**src/hdl/phb_pkg.sv**
```systemverilog
// ----------------------------------------------------------------------------
// phb_pkg: shared types and tables for the PLCP header builder
// Rate codes, signal codes, service bytes, the rate lookup table and the
// constants of the divide-by-eleven unit.
// ----------------------------------------------------------------------------
package phb_pkg;

	// Field widths
	localparam int OCTET_W = 12;
	localparam int RATE_W  = 7;
	localparam int WORD_W  = 32;
	localparam int SIG_W   = 8;
	localparam int DUR_W   = 16;

	// Stream word widths (fields packed from the lowest bit, padded to bytes)
	localparam int IN_DATA_W  = 24;
	localparam int OUT_DATA_W = 72;
	localparam int OUT_USER_W = 3;

	// Rate codes in 500 kbps units
	localparam logic [RATE_W-1:0] RATE_1M   = 7'd2;
	localparam logic [RATE_W-1:0] RATE_2M   = 7'd4;
	localparam logic [RATE_W-1:0] RATE_5M5  = 7'd11;
	localparam logic [RATE_W-1:0] RATE_11M  = 7'd22;
	localparam logic [RATE_W-1:0] RATE_6M   = 7'd12;
	localparam logic [RATE_W-1:0] RATE_9M   = 7'd18;
	localparam logic [RATE_W-1:0] RATE_12M  = 7'd24;
	localparam logic [RATE_W-1:0] RATE_18M  = 7'd36;
	localparam logic [RATE_W-1:0] RATE_24M  = 7'd48;
	localparam logic [RATE_W-1:0] RATE_36M  = 7'd72;
	localparam logic [RATE_W-1:0] RATE_48M  = 7'd96;
	localparam logic [RATE_W-1:0] RATE_54M  = 7'd108;
	localparam logic [RATE_W-1:0] RATE_NONE = 7'd0;

	// CCK signal bytes
	localparam logic [SIG_W-1:0] SIG_1M  = 8'h0A;
	localparam logic [SIG_W-1:0] SIG_2M  = 8'h14;
	localparam logic [SIG_W-1:0] SIG_5M5 = 8'h37;
	localparam logic [SIG_W-1:0] SIG_11M = 8'h6E;

	// OFDM signal rate codes
	localparam logic [SIG_W-1:0] SIG_6M  = 8'h0B;
	localparam logic [SIG_W-1:0] SIG_9M  = 8'h0F;
	localparam logic [SIG_W-1:0] SIG_12M = 8'h0A;
	localparam logic [SIG_W-1:0] SIG_18M = 8'h0E;
	localparam logic [SIG_W-1:0] SIG_24M = 8'h09;
	localparam logic [SIG_W-1:0] SIG_36M = 8'h0D;
	localparam logic [SIG_W-1:0] SIG_48M = 8'h08;
	localparam logic [SIG_W-1:0] SIG_54M = 8'h0C;

	// CCK service bytes
	localparam logic [7:0] SERVICE_PLAIN   = 8'h04;
	localparam logic [7:0] SERVICE_LEN_EXT = 8'h84;

	// Divide by eleven: q = (x * RECIP_11) >> DIV11_SHIFT, then one correction
	localparam int               DIV11_X_W   = 15;
	localparam int               DIV11_SHIFT = 18;
	localparam int               DIV11_P_W   = 30;
	localparam logic [14:0]      RECIP_11    = 15'((1 << DIV11_SHIFT) / 11);
	localparam logic [4:0]       DIVISOR_11  = 5'd11;
	localparam int               Q8_W        = 12;
	localparam int               Q16_W       = 13;

	typedef enum logic [1:0] {
		KIND_NONE = 2'd0,
		KIND_CCK  = 2'd1,
		KIND_OFDM = 2'd2
	} rate_kind_t;

	typedef struct packed {
		rate_kind_t             kind;
		logic [SIG_W-1:0]       sig;
		logic [RATE_W-1:0]      code;
		logic [RATE_W-1:0]      fb;
	} rate_info_t;

	// Quotients and remainders of octets*8/11 and octets*16/11
	typedef struct packed {
		logic [Q8_W-1:0]  q8;
		logic [3:0]       r8;
		logic [Q16_W-1:0] q16;
		logic [3:0]       r16;
	} div11_t;

	function automatic rate_info_t lookup_rate(input logic [RATE_W-1:0] rate);
		rate_info_t r;
		r.kind = KIND_NONE;
		r.sig  = '0;
		r.code = rate;
		r.fb   = RATE_NONE;
		case (rate)
			RATE_1M: begin
				r.kind = KIND_CCK;  r.sig = SIG_1M;  r.fb = RATE_1M;
			end
			RATE_2M: begin
				r.kind = KIND_CCK;  r.sig = SIG_2M;  r.fb = RATE_1M;
			end
			RATE_5M5: begin
				r.kind = KIND_CCK;  r.sig = SIG_5M5; r.fb = RATE_2M;
			end
			RATE_11M: begin
				r.kind = KIND_CCK;  r.sig = SIG_11M; r.fb = RATE_5M5;
			end
			RATE_6M: begin
				r.kind = KIND_OFDM; r.sig = SIG_6M;  r.fb = RATE_5M5;
			end
			RATE_9M: begin
				r.kind = KIND_OFDM; r.sig = SIG_9M;  r.fb = RATE_6M;
			end
			RATE_12M: begin
				r.kind = KIND_OFDM; r.sig = SIG_12M; r.fb = RATE_9M;
			end
			RATE_18M: begin
				r.kind = KIND_OFDM; r.sig = SIG_18M; r.fb = RATE_12M;
			end
			RATE_24M: begin
				r.kind = KIND_OFDM; r.sig = SIG_24M; r.fb = RATE_18M;
			end
			RATE_36M: begin
				r.kind = KIND_OFDM; r.sig = SIG_36M; r.fb = RATE_24M;
			end
			RATE_48M: begin
				r.kind = KIND_OFDM; r.sig = SIG_48M; r.fb = RATE_36M;
			end
			RATE_54M: begin
				r.kind = KIND_OFDM; r.sig = SIG_54M; r.fb = RATE_48M;
			end
			default: begin
				r.kind = KIND_NONE;
			end
		endcase
		return r;
	endfunction

endpackage

```
**src/hdl/phb_div11.sv**
```systemverilog
// ----------------------------------------------------------------------------
// phb_div11: divide the frame bit count by eleven
// Reciprocal multiply with one correction step gives octets*8/11; the
// octets*16/11 result follows by doubling quotient and remainder.
// ----------------------------------------------------------------------------
module phb_div11 import phb_pkg::*; (
	input  logic [OCTET_W-1:0] octets,
	output div11_t             res
);

	logic [DIV11_X_W-1:0] x8;
	logic [DIV11_P_W-1:0] prod;
	logic [Q8_W-1:0]      q_est;
	logic [DIV11_X_W-1:0] q_times_11;
	logic [DIV11_X_W-1:0] r_wide;
	logic [4:0]           r_est;
	logic [4:0]           r16_raw;

	// Estimate the quotient, never above the true value
	assign x8    = {octets, 3'b000};
	assign prod  = DIV11_P_W'(x8) * DIV11_P_W'(RECIP_11);
	assign q_est = prod[DIV11_SHIFT +: Q8_W];

	// Remainder of the estimate through shift and add
	assign q_times_11 = DIV11_X_W'({q_est, 3'b000}) + DIV11_X_W'({q_est, 1'b0})
		+ DIV11_X_W'(q_est);
	assign r_wide = x8 - q_times_11;
	assign r_est  = r_wide[4:0];

	// Correct the estimate, then double for the sixteen-times count
	always_comb begin
		if (r_est >= DIVISOR_11) begin
			res.q8 = q_est + Q8_W'(1);
			res.r8 = 4'(r_est - DIVISOR_11);
		end else begin
			res.q8 = q_est;
			res.r8 = r_est[3:0];
		end
		r16_raw = {res.r8, 1'b0};
		if (r16_raw >= DIVISOR_11) begin
			res.q16 = {res.q8, 1'b1};
			res.r16 = 4'(r16_raw - DIVISOR_11);
		end else begin
			res.q16 = {res.q8, 1'b0};
			res.r16 = r16_raw[3:0];
		end
	end

endmodule

```
**src/hdl/phb_hdr.sv**
```systemverilog
// ----------------------------------------------------------------------------
// phb_hdr: assemble one PLCP header word
// OFDM: rate code with the length at bit 5. CCK: signal byte, service byte
// and the rounded-up duration in microseconds.
// ----------------------------------------------------------------------------
module phb_hdr import phb_pkg::*; (
	input  logic [OCTET_W-1:0] octets,
	input  rate_info_t         info,
	input  div11_t             div,
	output logic [WORD_W-1:0]  header
);

	logic [DUR_W-1:0] dur;
	logic [7:0]       service;

	// Duration and service byte for the CCK rates
	always_comb begin
		dur     = '0;
		service = SERVICE_PLAIN;
		case (info.code)
			RATE_1M: begin
				dur = DUR_W'({octets, 3'b000});
			end
			RATE_2M: begin
				dur = DUR_W'({octets, 2'b00});
			end
			RATE_5M5: begin
				dur = DUR_W'(div.q16) + DUR_W'(div.r16 != 4'd0);
			end
			RATE_11M: begin
				dur = DUR_W'(div.q8) + DUR_W'(div.r8 != 4'd0);
				if (div.r8 != 4'd0 && div.r8 < 4'd4) begin
					service = SERVICE_LEN_EXT;
				end
			end
			default: begin
				dur = '0;
			end
		endcase
	end

	// Pick the layout by rate kind
	always_comb begin
		case (info.kind)
			KIND_OFDM: header = {15'b0, octets, 1'b0, info.sig[3:0]};
			KIND_CCK:  header = {dur, service, info.sig};
			default:   header = '0;
		endcase
	end

endmodule

```
**src/hdl/wlan_plcp_header_builder_top.sv**
```systemverilog
// ----------------------------------------------------------------------------
// wlan_plcp_header_builder_top: PLCP header word builder
// Builds the header word for a rate and length, plus the fallback rate and
// its header word, one request per clock unless the output stalls.
// ----------------------------------------------------------------------------
// Usage:
//   Input stream s_axis_*: one word per request, octet_count and rate_code.
//   Output stream m_axis_*: one word per request with both header words and
//   the fallback rate in tdata, the OFDM and bad-rate flags in tuser.
//   Path: input register, one pass of header logic, then the result
//   register driving m_axis_tvalid. Throughput: one request per cycle
//   unless the output stalls; the longest path is the reciprocal multiply
//   of the divide-by-eleven unit feeding the result register.
//   An unsupported rate code returns zero words, zero fallback rate and the
//   bad-rate flag set.
//   Reset clears both valid flags; nothing is pending afterwards.
//   When the receiver stalls, the result register holds its word and the
//   input register still takes one more request; s_axis_tready then drops
//   until the output is taken.
// ----------------------------------------------------------------------------
module wlan_plcp_header_builder_top import phb_pkg::*; (
	input  logic                  clk,
	input  logic                  arst_n,
	input  logic                  s_axis_tvalid,
	output logic                  s_axis_tready,
	// [11:0] octet_count, [18:12] rate_code, [23:19] zero
	input  logic [IN_DATA_W-1:0]  s_axis_tdata,
	output logic                  m_axis_tvalid,
	input  logic                  m_axis_tready,
	// [31:0] header_word, [38:32] fallback_rate,
	// [70:39] fallback_header_word, [71] zero
	output logic [OUT_DATA_W-1:0] m_axis_tdata,
	// [0] primary_ofdm, [1] fallback_ofdm, [2] bad_rate
	output logic [OUT_USER_W-1:0] m_axis_tuser
);

	logic                  valid_s1;
	logic [OCTET_W-1:0]    octets_s1;
	logic [RATE_W-1:0]     rate_s1;
	logic                  valid_s2;
	logic [OUT_DATA_W-1:0] data_s2;
	logic [OUT_USER_W-1:0] user_s2;

	logic                  adv_s2;
	logic                  adv_s1;
	rate_info_t            prim_info;
	rate_info_t            fb_info;
	div11_t                div;
	logic [WORD_W-1:0]     prim_header;
	logic [WORD_W-1:0]     fb_header;
	logic                  bad_rate;

	// Handshake: each stage moves when the one after it is free
	assign adv_s2        = !valid_s2 || m_axis_tready;
	assign adv_s1        = valid_s1 && adv_s2;
	assign s_axis_tready = !valid_s1 || adv_s2;

	// Input register
	always_ff @(posedge clk or negedge arst_n) begin
		if (!arst_n) begin
			valid_s1 <= 1'b0;
		end else if (s_axis_tready) begin
			valid_s1 <= s_axis_tvalid;
		end
	end

	always_ff @(posedge clk) begin
		if (s_axis_tready && s_axis_tvalid) begin
			octets_s1 <= s_axis_tdata[OCTET_W-1:0];
			rate_s1   <= s_axis_tdata[OCTET_W +: RATE_W];
		end
	end

	// Look up the given rate and its fallback
	assign prim_info = lookup_rate(rate_s1);
	assign fb_info   = lookup_rate(prim_info.fb);
	assign bad_rate  = (prim_info.kind == KIND_NONE);

	// Shared divide by eleven for both header words
	phb_div11 u_div11 (
		.octets (octets_s1),
		.res    (div)
	);

	phb_hdr u_hdr_prim (
		.octets (octets_s1),
		.info   (prim_info),
		.div    (div),
		.header (prim_header)
	);

	phb_hdr u_hdr_fb (
		.octets (octets_s1),
		.info   (fb_info),
		.div    (div),
		.header (fb_header)
	);

	// Result register
	always_ff @(posedge clk or negedge arst_n) begin
		if (!arst_n) begin
			valid_s2 <= 1'b0;
		end else if (adv_s2) begin
			valid_s2 <= valid_s1;
		end
	end

	always_ff @(posedge clk) begin
		if (adv_s1) begin
			data_s2 <= {1'b0, fb_header, prim_info.fb, prim_header};
			user_s2 <= {bad_rate, (fb_info.kind == KIND_OFDM),
				(prim_info.kind == KIND_OFDM)};
		end
	end

	assign m_axis_tvalid = valid_s2;
	assign m_axis_tdata  = data_s2;
	assign m_axis_tuser  = user_s2;

`ifndef SYNTHESIS
	// A bad rate carries all-zero words
	assert property (@(posedge clk) disable iff (!arst_n)
		m_axis_tvalid && m_axis_tuser[2] |-> m_axis_tdata == '0)
		else $error("bad rate with non-zero header data");

	// Fallback is OFDM only when the given rate is OFDM
	assert property (@(posedge clk) disable iff (!arst_n)
		m_axis_tvalid && m_axis_tuser[1] |-> m_axis_tuser[0])
		else $error("OFDM fallback below a CCK rate");

	// OFDM header leaves the upper bits and bit 4 clear
	assert property (@(posedge clk) disable iff (!arst_n)
		m_axis_tvalid && m_axis_tuser[0] |->
			m_axis_tdata[31:17] == 15'd0 && !m_axis_tdata[4])
		else $error("OFDM header has stray bits");

	// Input stalls only with both stages full and the output blocked
	assert property (@(posedge clk) disable iff (!arst_n)
		!s_axis_tready |-> valid_s1 && m_axis_tvalid && !m_axis_tready)
		else $error("input stalled with room in the pipeline");
`endif

endmodule
```
**config.mk**
```make
export PLATFORM = sky130hd
export DESIGN_NAME = wlan_plcp_header_builder_top
export DESIGN_NICKNAME = d
export VERILOG_FILES = /design/src/hdl/phb_pkg.sv /design/src/hdl/phb_div11.sv /design/src/hdl/phb_hdr.sv /design/src/hdl/wlan_plcp_header_builder_top.sv
export SDC_FILE = /design/constraint.sdc
export NUM_CORES = 1
export LEC_CHECK = 0
export BUFFER_PORTS_ARGS = -buffer_cell sky130_fd_sc_hd__buf_2
export CAP_MARGIN = 20
export CORE_MARGIN = 4
export CORE_UTILIZATION = 60
export DETAILED_ROUTE_END_ITERATION = 12
export PLACE_DENSITY = 0.81
export SETUP_SLACK_MARGIN = 0.02
export SYNTH_ARGS = -nofsm -noshare
export SYNTH_HDL_FRONTEND = slang
export SYNTH_SLANG_ARGS = --single-unit
```
**constraint.sdc**
```tcl
create_clock -name clk -period 11.8 [get_ports clk]
set_input_delay 0.59 -clock clk [delete_from_list [all_inputs] [get_ports clk]]
set_output_delay 0.59 -clock clk [all_outputs]
set_load 0.05 [all_outputs]
```
==> out/qor.txt, run 1 <==
FLOORPLAN
--------------------------------------------------------------------------------------------------
Starting density of the core ........................................................       0.6148
Die boundary height ................................................................. 130.0 microns
Num ports ...........................................................................          105
Core Box Area .......................................................................  14530 sq um
Floorplan row count .................................................................           44
Die X ............................................................................... 130.0 microns
Die area ............................................................................  16910 sq um

YOSYS
--------------------------------------------------------------------------------------------------
Area share of fa/ha/maj cells after synthesis .......................................       0.2633
Synthesized flop and latch total ....................................................           93
Compound-gate portion of the synthesized area .......................................       0.1596
Dominant combinational cell family by area after synthesis ..........................  adder cells
Cell area after technology mapping ..................................................   8935 sq um
Mapped Cells ........................................................................          893
Sequential area share after synthesis ...............................................       0.3114
Count of cell types in the netlist ..................................................           83
Average size of a mapped cell .......................................................  10.01 sq um
EDFF count, synth ...................................................................           91
Share of flip-flops with an asynchronous set or reset after synthesis ...............      0.02151
Mux contribution to synthesized area ................................................     0.006862
Synth Area in XOR/XNOR ..............................................................      0.03543
Flip-flop cell with the highest count after synthesis ............................... sky130_fd_sc_hd__edfxtp_1
Synth Area in Simple Gates ..........................................................       0.1549
Warnings, synthesis .................................................................            0

STA
--------------------------------------------------------------------------------------------------
Final setup violating endpoints .....................................................            0
Setup repair after global routing missed its margin .................................           no
Final period demand of the worst path ...............................................     11.13 ns
Slew Limit Headroom .................................................................       0.3895
Sum Neg Setup Slack .................................................................         0 ns
Worst Skew ..........................................................................   0.01011 ns
Fin. Hold Viols .....................................................................            0
Maximum clock rate ..................................................................    89.85 MHz
Post-route clock period utilization .................................................       0.9432
Transition time at the pin with the least slew margin ...............................    0.9158 ns
Final Max Slew Viols ................................................................            0

CTS
--------------------------------------------------------------------------------------------------
Post-cts resize count ...............................................................            0
Buffer cell driving the clock tree root ............................................. sky130_fd_sc_hd__clkbuf_16
Clk_lat worst skew ..................................................................      0.35 ns
Number of clock sinks seen by CTS ...................................................           93
Hold-fix buffers at CTS .............................................................            0
Number of post-CTS setup repair buffers .............................................            0
Clock transition time at the flip-flop clock pins of the worst setup and hold paths .      0.07 ns
Number of buffers created by CTS ....................................................            9
Longest Clk Path Bufs ...............................................................            2
H-tree levels .......................................................................            3
Clock tree from TritonCTS ...........................................................         done

LAYOUT
--------------------------------------------------------------------------------------------------
Most used cells in the layout excluding fill and tap cells .......................... sky130_fd_sc_hd__inv_1, sky130_fd_sc_hd__ha_1, sky130_fd_sc_hd__buf_2, sky130_fd_sc_hd__edfxtp_1, sky130_fd_sc_hd__fa_1
Area Growth Syn to Fin ..............................................................       11.02%
Layout cell share with drive strength beyond 1 ......................................       0.1474
Area used by sequential logic in the layout .........................................   2783 sq um
Net count, final ....................................................................         1162
Most frequent standard cell in the layout excluding fill and tap cells .............. sky130_fd_sc_hd__inv_1
Number of inserted filler cells in the final layout .................................         1104
Area used by multi-input combinational logic ........................................   5577 sq um
Inserted Diodes .....................................................................            0

WORST SETUP PATH
--------------------------------------------------------------------------------------------------
CP Buf/Inv Count ....................................................................            6
Startpoint of the worst register-to-register path ................................... octets_s1[9]
First element of the critical path .................................................. octets_s1[9]
Top fanout value on the critical path ...............................................           11
Worst setup EP type .................................................................    flip-flop
Critical path class .................................................................   reg -> reg
Worst setup SP type .................................................................    flip-flop
Worst path arrival time .............................................................     11.20 ns
Worst-path cell with the longest stage delay ........................................ sky130_fd_sc_hd__edfxtp_1
Dominant cell type by count on the critical path .................................... sky130_fd_sc_hd__fa_1
Critical path data required time ....................................................     11.87 ns
Largest delay share family, worst path ..............................................  adder cells
Stage delay of the slowest cell on the critical path ................................      0.64 ns

PLACEMENT
--------------------------------------------------------------------------------------------------
Placed wire-length estimate after detailed placement ................................ 17330 microns
IO Port Bufs ........................................................................           96
Routability-driven placement congestion ratio .......................................       0.9298

GLOBAL ROUTING
--------------------------------------------------------------------------------------------------
Initial antenna violation count .....................................................            0
First-pass GRT wire length .......................................................... 36300 microns
Largest net degree at the start of global routing ...................................           73
GRT Total Usage .....................................................................       0.2754
Via count of the first global-routing pass ..........................................         7100
Overall overflow remaining after global route .......................................            0

ROUTING
--------------------------------------------------------------------------------------------------
Residual antenna-violating net count after detailed routing .........................            0
Total number of vias ................................................................         7403
Initial DRC Count ...................................................................         1044
Routed length per instance .......................................................... 19.52 microns
Detailed Route WL ................................................................... 22810 microns
First drt pass iteration count ......................................................            9
Final routed DRC violation total ....................................................            0
Via-per-instance ratio ..............................................................        6.338

RUN STATUS
--------------------------------------------------------------------------------------------------
Outcome .............................................................................    completed

HOLD PATH
--------------------------------------------------------------------------------------------------
Worst min-delay path category .......................................................  in -> async

RUN
--------------------------------------------------------------------------------------------------
Max-cap violation count .............................................................            0

[per-layer routing]
| metal | vias to the layer above | GRT usage | routed length, microns |
|---|---|---|---|
| met3 | 64 | 0.05117 | 2329 |
| met5 | - | 0 | 0 |
| met4 | 0 | 0.08619 | 725 |
| li1 | 3420 | - | - |
| met2 | 428 | 0.4345 | 10380 |
| met1 | 3491 | 0.3885 | 9369 |
[Yosys cell counts, types with 6 or more instances]
master                       n  area share
sky130_fd_sc_hd__and2_1     26       0.018
sky130_fd_sc_hd__a31oi_1    17       0.012
sky130_fd_sc_hd__fa_1       55        0.12
sky130_fd_sc_hd__and3_1      9      0.0063
sky130_fd_sc_hd__ha_1      100        0.14
sky130_fd_sc_hd__xnor2_1    13       0.013
sky130_fd_sc_hd__nor2_1     51       0.021
sky130_fd_sc_hd__o21a_1      6      0.0050
sky130_fd_sc_hd__nor4_1      8      0.0056
sky130_fd_sc_hd__nor2b_1     6      0.0042
sky130_fd_sc_hd__nor3_1     21       0.012
sky130_fd_sc_hd__clkbuf_1   27       0.011
sky130_fd_sc_hd__o31ai_1     6      0.0050
sky130_fd_sc_hd__o211ai_1   11      0.0092
sky130_fd_sc_hd__o21ai_1     9      0.0050
sky130_fd_sc_hd__edfxtp_1   91        0.31
sky130_fd_sc_hd__nand4_1    16       0.011
sky130_fd_sc_hd__nand2b_1    8      0.0056
sky130_fd_sc_hd__a222oi_1   11       0.012
sky130_fd_sc_hd__or3_1       6      0.0042
sky130_fd_sc_hd__a21oi_1    41       0.023
sky130_fd_sc_hd__xor2_1     15       0.015
sky130_fd_sc_hd__or4_1       6      0.0050
sky130_fd_sc_hd__nand2_1    42       0.018
sky130_fd_sc_hd__nand3_1    20       0.011
sky130_fd_sc_hd__o21ai_0    13      0.0073
sky130_fd_sc_hd__inv_1     127       0.053
sky130_fd_sc_hd__and4_1      6      0.0059
sky130_fd_sc_hd__a21o_1      8      0.0067
sky130_fd_sc_hd__a22oi_1    15       0.013
[metrics by stage]
stage / hold slack (ns) / util / cell area (sq um) / setup WS, ns / instances
final: 0.008442 / 0.6825 / 9920 / 0.6702 / 1168
after global routing: 0.006491 / 0.6825 / 9920 / 0.04389 / 1168
after CTS: 0.008545 / 0.6825 / 9920 / 0.8592 / 1168
after detailed placement: 0.3797 / 0.6610 / 9607 / 0.9750 / 1152
after global placement: 0.3759 / 0.6610 / 9607 / 1.248 / 1152
after floorplan: 0.2944 / - / 8942 / 2.192 / 895
[worst register-to-register path: cells and delay by family (launching register included)]
kind	cells	cell delay, ns
muxes	1	0.26
DFF	1	0.64
xor gates and xnor gates	2	0.96
AOI/OAI and AO/OA	7	1.95
buffers and inverters	6	0.47
adders and majority gates	11	4.82
and+or+nand+nor	9	1.79
[registers in the layout, indices dropped and copies added (netlist names)]
name           flops
octets_s1         12
valid_s1           1
m_axis_tvalid      1
rate_s1            7
m_axis_tuser       3
m_axis_tdata      69
[cell families (layout without fill, tap and decap cells)]
| group | after synthesis | count (layout) |
|---|---|---|
| other cells | 1 | 3 |
| simple gates | 252 | 252 |
| fa+ha+maj | 155 | 155 |
| xor+xnor | 32 | 32 |
| mux | 6 | 6 |
| flops | 93 | 93 |
| buf+inv | 158 | 247 |
| compound gates | 196 | 196 |
[layout make-up]
type / count / area share
sequential: 93 / 0.2805
clock buffer: 9 / 0.02270
multi-input combinational: 644 / 0.5622
clock inverter: 7 / 0.008829
timing repair buffer: 104 / 0.05449
inverter: 127 / 0.04806
tap: 184 / 0.02321
[path summary, 6_finish.rpt]
check                           cells past startpoint               end  slack (ns)
max in group asynchronous                           1          valid_s1       11.70
min in group clk                                    1      octets_s1[2]        0.41
worst max-delay path                               36  m_axis_tdata[25]        0.67
worst max register to register                     36  m_axis_tdata[25]        0.67
worst min-delay path                                1     m_axis_tvalid       0.008
worst min register to register                      1     m_axis_tvalid        0.49
Power of run 1 is left out: the tool's default activity adds up to more than one toggle a clock period on the data nets, which glitch-free logic cannot reach.
==> run 2, diff against run 1 <==
- PLACE_DENSITY: 0.81 -> unset
- PLACE_DENSITY_LB_ADDON: unset -> 0.3
==> run 2 against run 1 <==
Against the previous run: first-iteration DRC count down 22%; utilization barely moved; non-clock buffer count increased by 3; clock skew decreased by 0.0014 ns; flip-flop and latch count unchanged; cell count grew 0.26%; cell area is essentially flat; setup slack better by 0.24 ns; critical path depth increased by 1; hold slack better by 0.40 ns; via count shrank 1.3%; global-route usage down 0.96 points; highest routed layer unchanged.
==> out/qor.txt, run 2 (same netlist as run 1, synthesis figures left out) <==
RUN STATUS
--------------------------------------------------------------------------------------------------
Outcome .............................................................................    completed

STA
--------------------------------------------------------------------------------------------------
Setup slack after layout ............................................................    0.9093 ns
Worst Skew ..........................................................................  0.008708 ns
Fin. Hold Viols .....................................................................            0
Setup repair after global routing missed its margin .................................           no
Final setup violating endpoints .....................................................            0
Transition time at the pin with the least slew margin ...............................    0.9244 ns
Final period demand of the worst path ...............................................     10.89 ns
Slew Limit Headroom .................................................................       0.3837
Final Max Slew Viols ................................................................            0
Maximum clock rate ..................................................................    91.82 MHz
Sum Neg Setup Slack .................................................................         0 ns
Post-route clock period utilization .................................................       0.9229

ROUTING
--------------------------------------------------------------------------------------------------
Initial DRC Count ...................................................................          819
First drt pass iteration count ......................................................            6
Final routed DRC violation total ....................................................            0
Via-per-instance ratio ..............................................................        6.238
Residual antenna-violating net count after detailed routing .........................            0
Routed length per instance .......................................................... 18.81 microns
Detailed Route WL ................................................................... 22020 microns
Total number of vias ................................................................         7305

FLOORPLAN
--------------------------------------------------------------------------------------------------
Die area ............................................................................  16910 sq um
Die X ............................................................................... 130.0 microns
Num ports ...........................................................................          105
Die boundary height ................................................................. 130.0 microns
Floorplan row count .................................................................           44
Core Box Area .......................................................................  14530 sq um
Starting density of the core ........................................................       0.6148

WORST SETUP PATH
--------------------------------------------------------------------------------------------------
Critical path data required time ....................................................     11.87 ns
Capturing point of the worst reg2reg path ........................................... m_axis_tdata[23]
Worst setup SP type .................................................................    flip-flop
Endpoint of the worst setup timing path ............................................. m_axis_tdata[23]
Startpoint of the worst register-to-register path ................................... octets_s1[9]
Depth of the most critical reg-to-reg path ..........................................           37
Dominant cell type by count on the critical path .................................... sky130_fd_sc_hd__fa_1
Worst-path cell with the longest stage delay ........................................ sky130_fd_sc_hd__edfxtp_1
Worst path arrival time .............................................................     10.97 ns
Setup slack of the most critical reg-to-reg path ....................................      0.91 ns
Path length in cells of the critical path ...........................................           37
Stage delay of the slowest cell on the critical path ................................      0.61 ns
CP Buf/Inv Count ....................................................................            6
Critical path class .................................................................   reg -> reg
First element of the critical path .................................................. octets_s1[9]
Largest delay share family, worst path ..............................................  adder cells
Worst setup EP type .................................................................    flip-flop
Top fanout value on the critical path ...............................................           11

PLACEMENT
--------------------------------------------------------------------------------------------------
Placed wire-length estimate after detailed placement ................................ 17100 microns
Pre-CTS worst setup slack ...........................................................     1.016 ns
IO Port Bufs ........................................................................           96
Routability-driven placement congestion ratio .......................................       0.9252

CTS
--------------------------------------------------------------------------------------------------
H-tree levels .......................................................................            3
Buffer cell driving the clock tree root ............................................. sky130_fd_sc_hd__clkbuf_16
Clock tree from TritonCTS ...........................................................         done
Clock transition time at the flip-flop clock pins of the worst setup and hold paths .      0.07 ns
Number of buffers created by CTS ....................................................            9
Number of post-CTS setup repair buffers .............................................            0
Number of clock sinks seen by CTS ...................................................           93
Clk_lat worst skew ..................................................................      0.36 ns
Longest Clk Path Bufs ...............................................................            2

HOLD PATH
--------------------------------------------------------------------------------------------------
Critical hold path startpoint ....................................................... s_axis_tdata[17]
Worst min-delay path category .......................................................    in -> reg

RUN
--------------------------------------------------------------------------------------------------
Max-cap violation count .............................................................            0

LAYOUT
--------------------------------------------------------------------------------------------------
Most frequent standard cell in the layout excluding fill and tap cells .............. sky130_fd_sc_hd__inv_1
Net count, final ....................................................................         1165
Inserted Diodes .....................................................................            0
Layout cell share with drive strength beyond 1 ......................................       0.1489
Most used cells in the layout excluding fill and tap cells .......................... sky130_fd_sc_hd__inv_1, sky130_fd_sc_hd__ha_1, sky130_fd_sc_hd__buf_2, sky130_fd_sc_hd__edfxtp_1, sky130_fd_sc_hd__fa_1
Max FFs per register ................................................................           69
Area Growth Syn to Fin ..............................................................       11.03%

GLOBAL ROUTING
--------------------------------------------------------------------------------------------------
Via count of the first global-routing pass ..........................................         6827
GRT Total Usage .....................................................................       0.2657
Largest net degree at the start of global routing ...................................           73
Overall overflow remaining after global route .......................................            0
Initial antenna violation count .....................................................            0
First-pass GRT wire length .......................................................... 34910 microns

[run 2: worst min-delay path by stage]
| stage | to | slack (ns) | cells after the start |
|---|---|---|---|
| after global routing | rate_s1[0] | 0.40 | 1 |
| after detailed placement | m_axis_tvalid | 0.38 | 1 |
| after global placement | valid_s1 | 0.38 | 1 |
| after CTS | rate_s1[0] | 0.40 | 1 |
| after floorplan | m_axis_tvalid | 0.29 | 0 |
| final | rate_s1[5] | 0.41 | 1 |
[run 2: cell type report]
cell class                 instances  area, sq um
clock buffer                       9        225.2
clock inverter                     7        63.81
fill                            1135         4613
inverter                         127        476.7
multi-input combinational        644         5577
sequential                        93         2783
tap                              184        230.2
timing repair buffer             107        565.5
[run 2: routing by layer]
metal  wire length (microns)  global-route usage  share of wire
met5                       0                   0              0
met4                     646             0.08741          0.029
met3                    2274             0.06222           0.10
met2                    9937              0.4089           0.45
met1                    9163              0.3741           0.42
[run 2: worst register-to-register path, delay by kind of cell, from the launching register on]
kind	cells	cell delay, ns
AO/OA/AOI/OAI	9	2.32
XOR/XNOR	3	1.19
adder cells (fa/ha/maj)	11	4.75
buffers and inverters	6	0.43
flip-flops	1	0.61
multiplexers	1	0.23
AND/OR/NAND/NOR	7	1.09
[run 2: repair_timing]
item                                   in CTS  in global routing
endpoints found under the hold margin       2                  0
gates resized for setup                     0                  0
hold buffers                                1                  0
[run 2: through the flow]
| stage | cell area [sq um] | instances | utilization | hold slack, ns |
|---|---|---|---|---|
| floorplan | 8942 | 895 | - | 0.2944 |
| global placement | 9622 | 1154 | 0.6620 | 0.3756 |
| detailed placement | 9622 | 1154 | 0.6620 | 0.3808 |
| CTS | 9921 | 1171 | 0.6826 | 0.3970 |
| global route | 9921 | 1171 | 0.6826 | 0.3950 |
| finish | 9921 | 1171 | 0.6826 | 0.4058 |
Power of run 2 is left out for the same reason.
